===== src/rtl/core/cfe_pkg.sv =====
`timescale 1ns / 1ps
`default_nettype none

package cfe_pkg;

  localparam int FRAME_BYTES = 1024;
  localparam int POS_W       = $clog2(FRAME_BYTES + 1);
  localparam int OFF_W       = $clog2(FRAME_BYTES);
  localparam int QDEPTH      = 4;
  localparam int QPTR_W      = $clog2(QDEPTH);
  localparam int QCNT_W      = $clog2(QDEPTH + 1);

  localparam logic [7:0]       CODE_MAX   = 8'hFF;
  localparam logic [7:0]       CODE_START = 8'h01;
  localparam logic [POS_W-1:0] POS_LIMIT  = POS_W'(FRAME_BYTES);

  // one buffer write request
  typedef struct packed {
    logic [OFF_W-1:0] offset;
    logic [7:0]       data;
    logic             done;
    logic [POS_W-1:0] length;
    logic             overflow;
  } cfe_wr_t;

  // up to two write requests produced by one input item
  typedef struct packed {
    logic [1:0] cnt;
    cfe_wr_t    rec0;
    cfe_wr_t    rec1;
  } cfe_push_t;

  typedef struct packed {
    logic [QCNT_W-1:0] count;
    logic              pop;
  } cfe_qstat_t;

  // advance a write position, holding at the buffer size
  function automatic logic [POS_W-1:0] sat_inc(input logic [POS_W-1:0] p);
    sat_inc = (p < POS_LIMIT) ? p + POS_W'(1) : p;
  endfunction

endpackage

`default_nettype wire


===== src/rtl/core/cfe_front.sv =====
`timescale 1ns / 1ps
`default_nettype none

module cfe_front (
  input  wire logic               clk,
  input  wire logic               rst_n,
  input  wire logic               in_fire,
  input  wire logic [7:0]         data_byte,
  input  wire logic               last_byte,
  input  wire logic               stuff_en,
  output cfe_pkg::cfe_push_t      push
);
  import cfe_pkg::*;

  logic [POS_W-1:0] wp_r, wp_nxt;
  logic [POS_W-1:0] cs_r, cs_nxt;
  logic [7:0]       code_r, code_nxt;
  logic             res_r, res_nxt;
  logic             ovf_r, ovf_nxt;

  logic [POS_W-1:0] wp1, wp2, wp3, cs1, cs3;
  logic [7:0]       code1, code2, code3;
  logic             a_try, b_try;
  logic [POS_W-1:0] a_pos, b_pos;
  logic [7:0]       a_val, b_val;
  logic             a_done, a_drop, a_ovf, b_drop, b_ovf;
  cfe_wr_t          a_rec, b_rec;

  always_comb begin
    wp1 = wp_r; wp2 = wp_r; wp3 = wp_r;
    cs1 = cs_r; cs3 = cs_r;
    code1 = code_r; code2 = code_r; code3 = code_r;
    a_try = 1'b0; b_try = 1'b0;
    a_pos = wp_r; b_pos = wp_r;
    a_val = data_byte; b_val = code_r;
    a_done = 1'b0;

    if (!stuff_en) begin
      // copy mode: one write at the next free offset
      a_try  = 1'b1;
      a_pos  = wp_r;
      a_val  = data_byte;
      a_done = last_byte;
      wp3    = sat_inc(wp_r);
    end else begin
      // open a block when none is pending
      if (!res_r) begin
        cs1   = wp_r;
        code1 = CODE_START;
        wp1   = sat_inc(wp_r);
      end
      a_try = 1'b1;
      if (data_byte != 8'd0) begin
        a_pos = wp1;
        a_val = data_byte;
        wp2   = sat_inc(wp1);
        code2 = code1 + 8'd1;
        if (code2 == CODE_MAX && !last_byte) begin
          b_try = 1'b1;
          b_pos = cs1;
          b_val = CODE_MAX;
          cs3   = wp2;
          code3 = CODE_START;
          wp3   = sat_inc(wp2);
        end else begin
          cs3   = cs1;
          code3 = code2;
          wp3   = wp2;
        end
      end else begin
        // zero closes the block and reserves the next slot
        a_pos = cs1;
        a_val = code1;
        cs3   = wp1;
        code3 = CODE_START;
        wp3   = sat_inc(wp1);
      end
      if (last_byte) begin
        b_try = 1'b1;
        b_pos = cs3;
        b_val = code3;
      end
    end
  end

  always_comb begin
    a_drop = a_pos >= POS_LIMIT;
    a_ovf  = ovf_r | a_drop;
    b_drop = b_pos >= POS_LIMIT;
    b_ovf  = a_ovf | b_drop;

    a_rec.offset   = a_drop ? '0 : a_pos[OFF_W-1:0];
    a_rec.data     = a_drop ? 8'd0 : a_val;
    a_rec.done     = a_done;
    a_rec.length   = a_done ? wp3 : '0;
    a_rec.overflow = a_ovf;

    // the second write, when present and in COBS mode, is final or a code write
    b_rec.offset   = b_drop ? '0 : b_pos[OFF_W-1:0];
    b_rec.data     = b_drop ? 8'd0 : b_val;
    b_rec.done     = last_byte;
    b_rec.length   = last_byte ? wp3 : '0;
    b_rec.overflow = b_ovf;
  end

  always_comb begin
    logic a_keep, b_keep;
    a_keep = a_try & (!a_drop | a_done);
    b_keep = b_try & (!b_drop | last_byte);
    push.rec0 = a_keep ? a_rec : b_rec;
    push.rec1 = b_rec;
    push.cnt  = in_fire ? (2'(a_keep) + 2'(b_keep)) : 2'd0;
  end

  always_comb begin
    if (last_byte) begin
      wp_nxt   = '0;
      cs_nxt   = '0;
      code_nxt = CODE_START;
      res_nxt  = 1'b0;
      ovf_nxt  = 1'b0;
    end else if (!stuff_en) begin
      wp_nxt   = wp3;
      cs_nxt   = cs_r;
      code_nxt = code_r;
      res_nxt  = res_r;
      ovf_nxt  = a_ovf;
    end else begin
      wp_nxt   = wp3;
      cs_nxt   = cs3;
      code_nxt = code3;
      res_nxt  = 1'b1;
      ovf_nxt  = b_try ? b_ovf : a_ovf;
    end
  end

  always_ff @(posedge clk) begin
    if (!rst_n) begin
      wp_r   <= '0;
      cs_r   <= '0;
      code_r <= CODE_START;
      res_r  <= 1'b0;
      ovf_r  <= 1'b0;
    end else if (in_fire) begin
      wp_r   <= wp_nxt;
      cs_r   <= cs_nxt;
      code_r <= code_nxt;
      res_r  <= res_nxt;
      ovf_r  <= ovf_nxt;
    end
  end

endmodule

`default_nettype wire


===== src/rtl/core/cfe_queue.sv =====
`timescale 1ns / 1ps
`default_nettype none

module cfe_queue (
  input  wire logic               clk,
  input  wire logic               rst_n,
  input  wire cfe_pkg::cfe_push_t push,
  input  wire logic               pop_ready,
  output logic                    head_valid,
  output cfe_pkg::cfe_wr_t        head,
  output cfe_pkg::cfe_qstat_t     stat
);
  import cfe_pkg::*;

  cfe_wr_t           mem_r [QDEPTH];
  logic [QPTR_W-1:0] wr_ptr_r, wr_ptr_nxt;
  logic [QPTR_W-1:0] rd_ptr_r, rd_ptr_nxt;
  logic [QCNT_W-1:0] cnt_r, cnt_nxt;
  logic              pop;

  assign head_valid = cnt_r != '0;
  assign head       = mem_r[rd_ptr_r];
  assign pop        = head_valid & pop_ready;
  assign stat.count = cnt_r;
  assign stat.pop   = pop;

  always_comb begin
    wr_ptr_nxt = wr_ptr_r + QPTR_W'(push.cnt);
    rd_ptr_nxt = rd_ptr_r + QPTR_W'(pop);
    cnt_nxt    = cnt_r + QCNT_W'(push.cnt) - QCNT_W'(pop);
  end

  always_ff @(posedge clk) begin
    if (push.cnt != 2'd0) mem_r[wr_ptr_r] <= push.rec0;
    if (push.cnt == 2'd2) mem_r[wr_ptr_r + QPTR_W'(1)] <= push.rec1;
  end

  always_ff @(posedge clk) begin
    if (!rst_n) begin
      wr_ptr_r <= '0;
      rd_ptr_r <= '0;
      cnt_r    <= '0;
    end else begin
      wr_ptr_r <= wr_ptr_nxt;
      rd_ptr_r <= rd_ptr_nxt;
      cnt_r    <= cnt_nxt;
    end
  end

endmodule

`default_nettype wire


===== src/rtl/core/cobs_frame_encoder_core.sv =====
`timescale 1ns / 1ps
`default_nettype none

// Streaming COBS encoder that writes an encoded frame into a byte buffer.
// Input channel (in_valid/in_ready): one raw frame byte per request, with
// in_last_byte set on the frame's final byte.
// Output channel (out_valid/out_ready): one buffer write per request, as an
// offset and a byte; code slots are backpatched by later writes. The frame's
// final write carries out_frame_done and the encoded length; non-final
// writes beyond the buffer are dropped and flagged through out_overflow.
// Configuration (cfg_valid/cfg_ready): cfg_stuffing_enable selects COBS
// encoding (1, the reset value) or plain copy (0); always ready.
// Ordering: a byte's writes are registered in the write queue and leave it
// behind earlier writes; a second write from the same byte follows its first.
// Throughput: one byte per cycle while each byte makes at most one write and
// out_ready is high; the output drains one write per cycle while out_ready is
// high, so bytes that make two writes (a nonzero byte that fills a block, the
// last byte of a COBS frame) fill the queue and can hold the input side.
// Four-entry write queue between front and output; in_ready drops when fewer
// than two entries are free, so a stalled receiver holds the input side.
// Reset clears frame state, the queue and sets stuffing enabled.
module cobs_frame_encoder_core (
  input  wire logic                        clk,
  input  wire logic                        rst_n,
  input  wire logic                        in_valid,
  output logic                             in_ready,
  input  wire logic [7:0]                  in_data_byte,
  input  wire logic                        in_last_byte,
  output logic                             out_valid,
  input  wire logic                        out_ready,
  output logic [cfe_pkg::OFF_W-1:0]        out_offset,
  output logic [7:0]                       out_byte,
  output logic                             out_frame_done,
  output logic [cfe_pkg::POS_W-1:0]        out_frame_length,
  output logic                             out_overflow,
  input  wire logic                        cfg_valid,
  output logic                             cfg_ready,
  input  wire logic                        cfg_stuffing_enable
);
  import cfe_pkg::*;

  logic       stuff_en_r;
  logic       in_fire;
  cfe_push_t  push;
  cfe_wr_t    head;
  cfe_qstat_t qstat;

  // accept a byte only when the queue can absorb two writes
  assign in_ready  = qstat.count <= QCNT_W'(QDEPTH - 2);
  assign in_fire   = in_valid & in_ready;
  assign cfg_ready = 1'b1;

  always_ff @(posedge clk) begin
    if (!rst_n) begin
      stuff_en_r <= 1'b1;
    end else if (cfg_valid) begin
      stuff_en_r <= cfg_stuffing_enable;
    end
  end

  // front: classify the byte, update block state, form writes
  cfe_front u_front (
    .clk       (clk),
    .rst_n     (rst_n),
    .in_fire   (in_fire),
    .data_byte (in_data_byte),
    .last_byte (in_last_byte),
    .stuff_en  (stuff_en_r),
    .push      (push)
  );

  // back: queue the writes and present them one per request
  cfe_queue u_queue (
    .clk        (clk),
    .rst_n      (rst_n),
    .push       (push),
    .pop_ready  (out_ready),
    .head_valid (out_valid),
    .head       (head),
    .stat       (qstat)
  );

  assign out_offset       = head.offset;
  assign out_byte         = head.data;
  assign out_frame_done   = head.done;
  assign out_frame_length = head.length;
  assign out_overflow     = head.overflow;

  // queue occupancy never exceeds its depth
  a_q_bound: assert property (@(posedge clk) disable iff (!rst_n)
    qstat.count <= QCNT_W'(QDEPTH))
    else $error("write queue over depth");

  // occupancy follows pushes and pops
  a_q_count: assert property (@(posedge clk) disable iff (!rst_n)
    $past(rst_n) |-> qstat.count ==
      $past(qstat.count) + QCNT_W'($past(push.cnt)) - QCNT_W'($past(qstat.pop)))
    else $error("write queue count mismatch");

  // a final write always reports a nonzero length
  a_done_len: assert property (@(posedge clk) disable iff (!rst_n)
    out_valid && out_frame_done |-> out_frame_length != '0)
    else $error("final write with zero length");

  // non-final writes carry no length
  a_mid_len: assert property (@(posedge clk) disable iff (!rst_n)
    out_valid && !out_frame_done |-> out_frame_length == '0)
    else $error("length on non-final write");

endmodule

`default_nettype wire

===== config.mk =====
export PLATFORM = sky130hd
export DESIGN_NAME = cobs_frame_encoder_core
export DESIGN_NICKNAME = d
export VERILOG_FILES = /design/src/rtl/core/cfe_pkg.sv /design/src/rtl/core/cfe_front.sv /design/src/rtl/core/cfe_queue.sv /design/src/rtl/core/cobs_frame_encoder_core.sv
export SDC_FILE = /design/constraint.sdc
export NUM_CORES = 1
export LEC_CHECK = 0
export ABC_AREA = 1
export BUFFER_PORTS_ARGS = -buffer_cell sky130_fd_sc_hd__buf_4
export CAP_MARGIN = 40
export CORE_MARGIN = 1.5
export CORE_UTILIZATION = 59
export DETAILED_ROUTE_END_ITERATION = 10
export PLACE_DENSITY = 0.89
export SKIP_CTS_REPAIR_TIMING = 1
export SYNTH_ARGS = -nofsm -noshare
export SYNTH_HDL_FRONTEND = slang
export SYNTH_HIERARCHICAL = 1
export SYNTH_SLANG_ARGS = --single-unit
export TNS_END_PERCENT = 50

===== constraint.sdc =====
create_clock -name clk -period 6.38 [get_ports clk]
set_clock_uncertainty 0.1 [all_clocks]
set_input_delay 1.914 -clock clk [delete_from_list [all_inputs] [get_ports clk]]
set_output_delay 1.914 -clock clk [all_outputs]
set_load 0.02 [all_outputs]

==> results.json <==
{
  "status": "complete, no violations",
  "pwr-share-seq_pct": 36.5,
  "final_max_slew_viol_count": 0,
  "dr_total_vias": 10730,
  "drt_iter0_drc": 1402,
  "grt_overflow_total": 0,
  "cp-end-kind": "flop",
  "cts_made_buffers": 17,
  "syn_avg_cell_area_um2": 7.394,
  "fin_setup_tns_ns": 0,
  "critPathTopFamily": "simple AND/OR/NAND/NOR gates",
  "ir_drop_v": 0.0002213,
  "grt_use_total_pct": 32.26,
  "final_common_cell": "nand2_1",
  "final_cell_mix": "489 x nand2_1, 181 x inv_1, 124 x edfxtp_1",
  "placed_cell_area_um2": 11700,
  "path_clk_slew_ns": 0.07,
  "fin_crit_sh_pct": 87.01,
  "pwr-share-clk_pct": 25.2,
  "row_count": 50,
  "synth_area_um2": 11390,
  "nets": 1569,
  "worstMarginPinSlew_ns": 0.8673,
  "ant_nets": 0,
  "cp.arrival_ns": 5.58,
  "dp_cells": 1783,
  "switchingPower_mw": 1.539,
  "synth_nets": 1568,
  "die_h_um": 142.0,
  "critPathMaxFanout": 26,
  "fin_area_um2": 12250,
  "clk_latency_ns": 0.43,
  "wl_per_cell_um": 17.78,
  "path_cells": "buf_4, nor4_1, nand2_1, inv_2, nor2_1, inv_2, o22ai_2, nor2_2, inv_1, nor2_2, inv_1, ha_1, nand2_1, inv_1, nor2_4, nand2_4, nand2_1, buf_12",
  "crit_required_ns": 6.41,
  "min_period_ns": 5.551,
  "stdcell_count": 1814,
  "swShare_pct": 39.57,
  "combPwrFrac_pct": 38.3,
  "antenna_cells": 0,
  "yosysWarnings": 6,
  "drt_first_pass_iters": 8,
  "cp_slowest_cell": "nand2_1",
  "wl_mm": 32.25,
  "cts_sinks": 164,
  "dieArea_um2": 20150,
  "setup_slack_ns": 0.8286,
  "htreeDepth": 4,
  "startpoint": "in_data_byte[0]",
  "power_leakage_nw": 5.048,
  "worstSetupStartpointType": "input pin",
  "power_density_nw_per_um2": 317.7,
  "maxSlewHeadroom_pct": 41.96,
  "dp_slack_ns": 0.4968,
  "cts_root_buffer": "clkbuf_16",
  "cp_num_buf_inv": 7,
  "fmax_ghz": 0.1801,
  "drv_cap": 0,
  "hp-class": "flop to flop",
  "critPathKind": "input pin to flop",
  "gp_congestion": 1.037,
  "hold_violations": 0,
  "grt_pass1_vias": 9789,
  "min-delay-start": "u_front/cs_r[9]",
  "syn_inst": 1541,
  "core_area_um2": 18830,
  "clock_path_buffers": 2,
  "r2r_start": "u_front/res_r",
  "cp_slowest_stage_delay_ns": 0.34,
  "start_util_pct": 60.50,
  "fillers": 1577,
  "dp_hpwl_mm": 22.22,
  "dieWidth_um": 142.0,
  "antenna_found_initial": 0,
  "grt_pass1_wl_mm": 50.59,
  "rsz0062_at_grt": "no",
  "via_per_inst": 5.914,
  "drc": 0,
  "internal-power_mw": 2.351,
  "grt_max_degree": 77,
  "cts_tree": "yes",
  "ioPinCount": 49,
  "area.growth.synth_to_final_pct": 7.479,
  "post_route_cells_drive_above_1_share_pct": 14.54,
  "io_buffers": 47,
  "setup_viol": 0
}
-- power groups by stage --
stage          Sequential, mW  Clock [mW]  Combinational [mW]
2_1_floorplan            1.38           0                1.02
3_3_place_gp             1.48           0                1.36
3_5_place_dp             1.44           0                1.46
4_1_cts                  1.42       0.983                1.47
5_1_grt                  1.43        1.03                1.62
6_report                 1.42       0.980                1.49
-- final cells by class --
class | count | area, um^2 | area share (%)
Multi-Input combinational cell | 1087 | 5455 | 44.55
Sequential cell | 164 | 4529 | 36.99
Inverter | 200 | 755.7 | 6.171
Timing Repair Buffer | 72 | 630.6 | 5.150
Clock buffer | 17 | 425.4 | 3.474
Tap cell | 260 | 325.3 | 2.657
Clock inverter | 14 | 123.9 | 1.012
-- sequential cells by signal, indices dropped and copies added (netlist names) --
| signal | cells |
|---|---|
| u_front/res_r | 1 |
| u_front/code_r | 8 |
| stuff_en_r | 1 |
| u_front/cs_r | 11 |
| u_front/wp_r | 11 |
| u_queue/mem_r | 124 |
| u_front/ovf_r | 1 |
| u_queue/rd_ptr_r | 2 |
| u_queue/wr_ptr_r | 2 |
| u_queue/cnt_r | 3 |
-- through the flow --
| step | hold WS, ns | total power, mW | utilization, % |
|---|---|---|---|
| CTS | 0.3644 | 3.874 | 65.03 |
| global placement | 0.3491 | 2.843 | 61.89 |
| finish | 0.3620 | 3.890 | 65.03 |
| global route | 0.3762 | 4.080 | 65.03 |
| floorplan | 0.3406 | 2.401 | - |
| detailed placement | 0.3538 | 2.898 | 62.11 |
-- worst paths after layout --
path | slack (ns) | cells after the start | end
worst min register to register | 0.36 | 2 | u_front/cs_r[9]
worst max register to register | 1.64 | 25 | u_queue/mem_r[3][25]
worst max-delay path | 0.83 | 18 | u_queue/mem_r[3][25]
worst min-delay path | 0.36 | 2 | u_front/cs_r[9]
-- routing by layer --
metal | up-vias | GRT usage (%) | wire length, um
li1 | 5075 | - | -
met1 | 4947 | 41.52 | 12730
met2 | 615 | 54.20 | 15440
met3 | 91 | 5.888 | 3082
met4 | 0 | 12.48 | 991
met5 | - | 0 | 0
-- worst min-delay path: cells and delay by family (launching register included) --
kind | cells | cell delay (ns)
DFF | 1 | 0.31
AOI/OAI and AO/OA | 1 | 0.05
and+or+nand+nor | 1 | 0.05
Note: power is estimated with default switching activity, not from simulation.
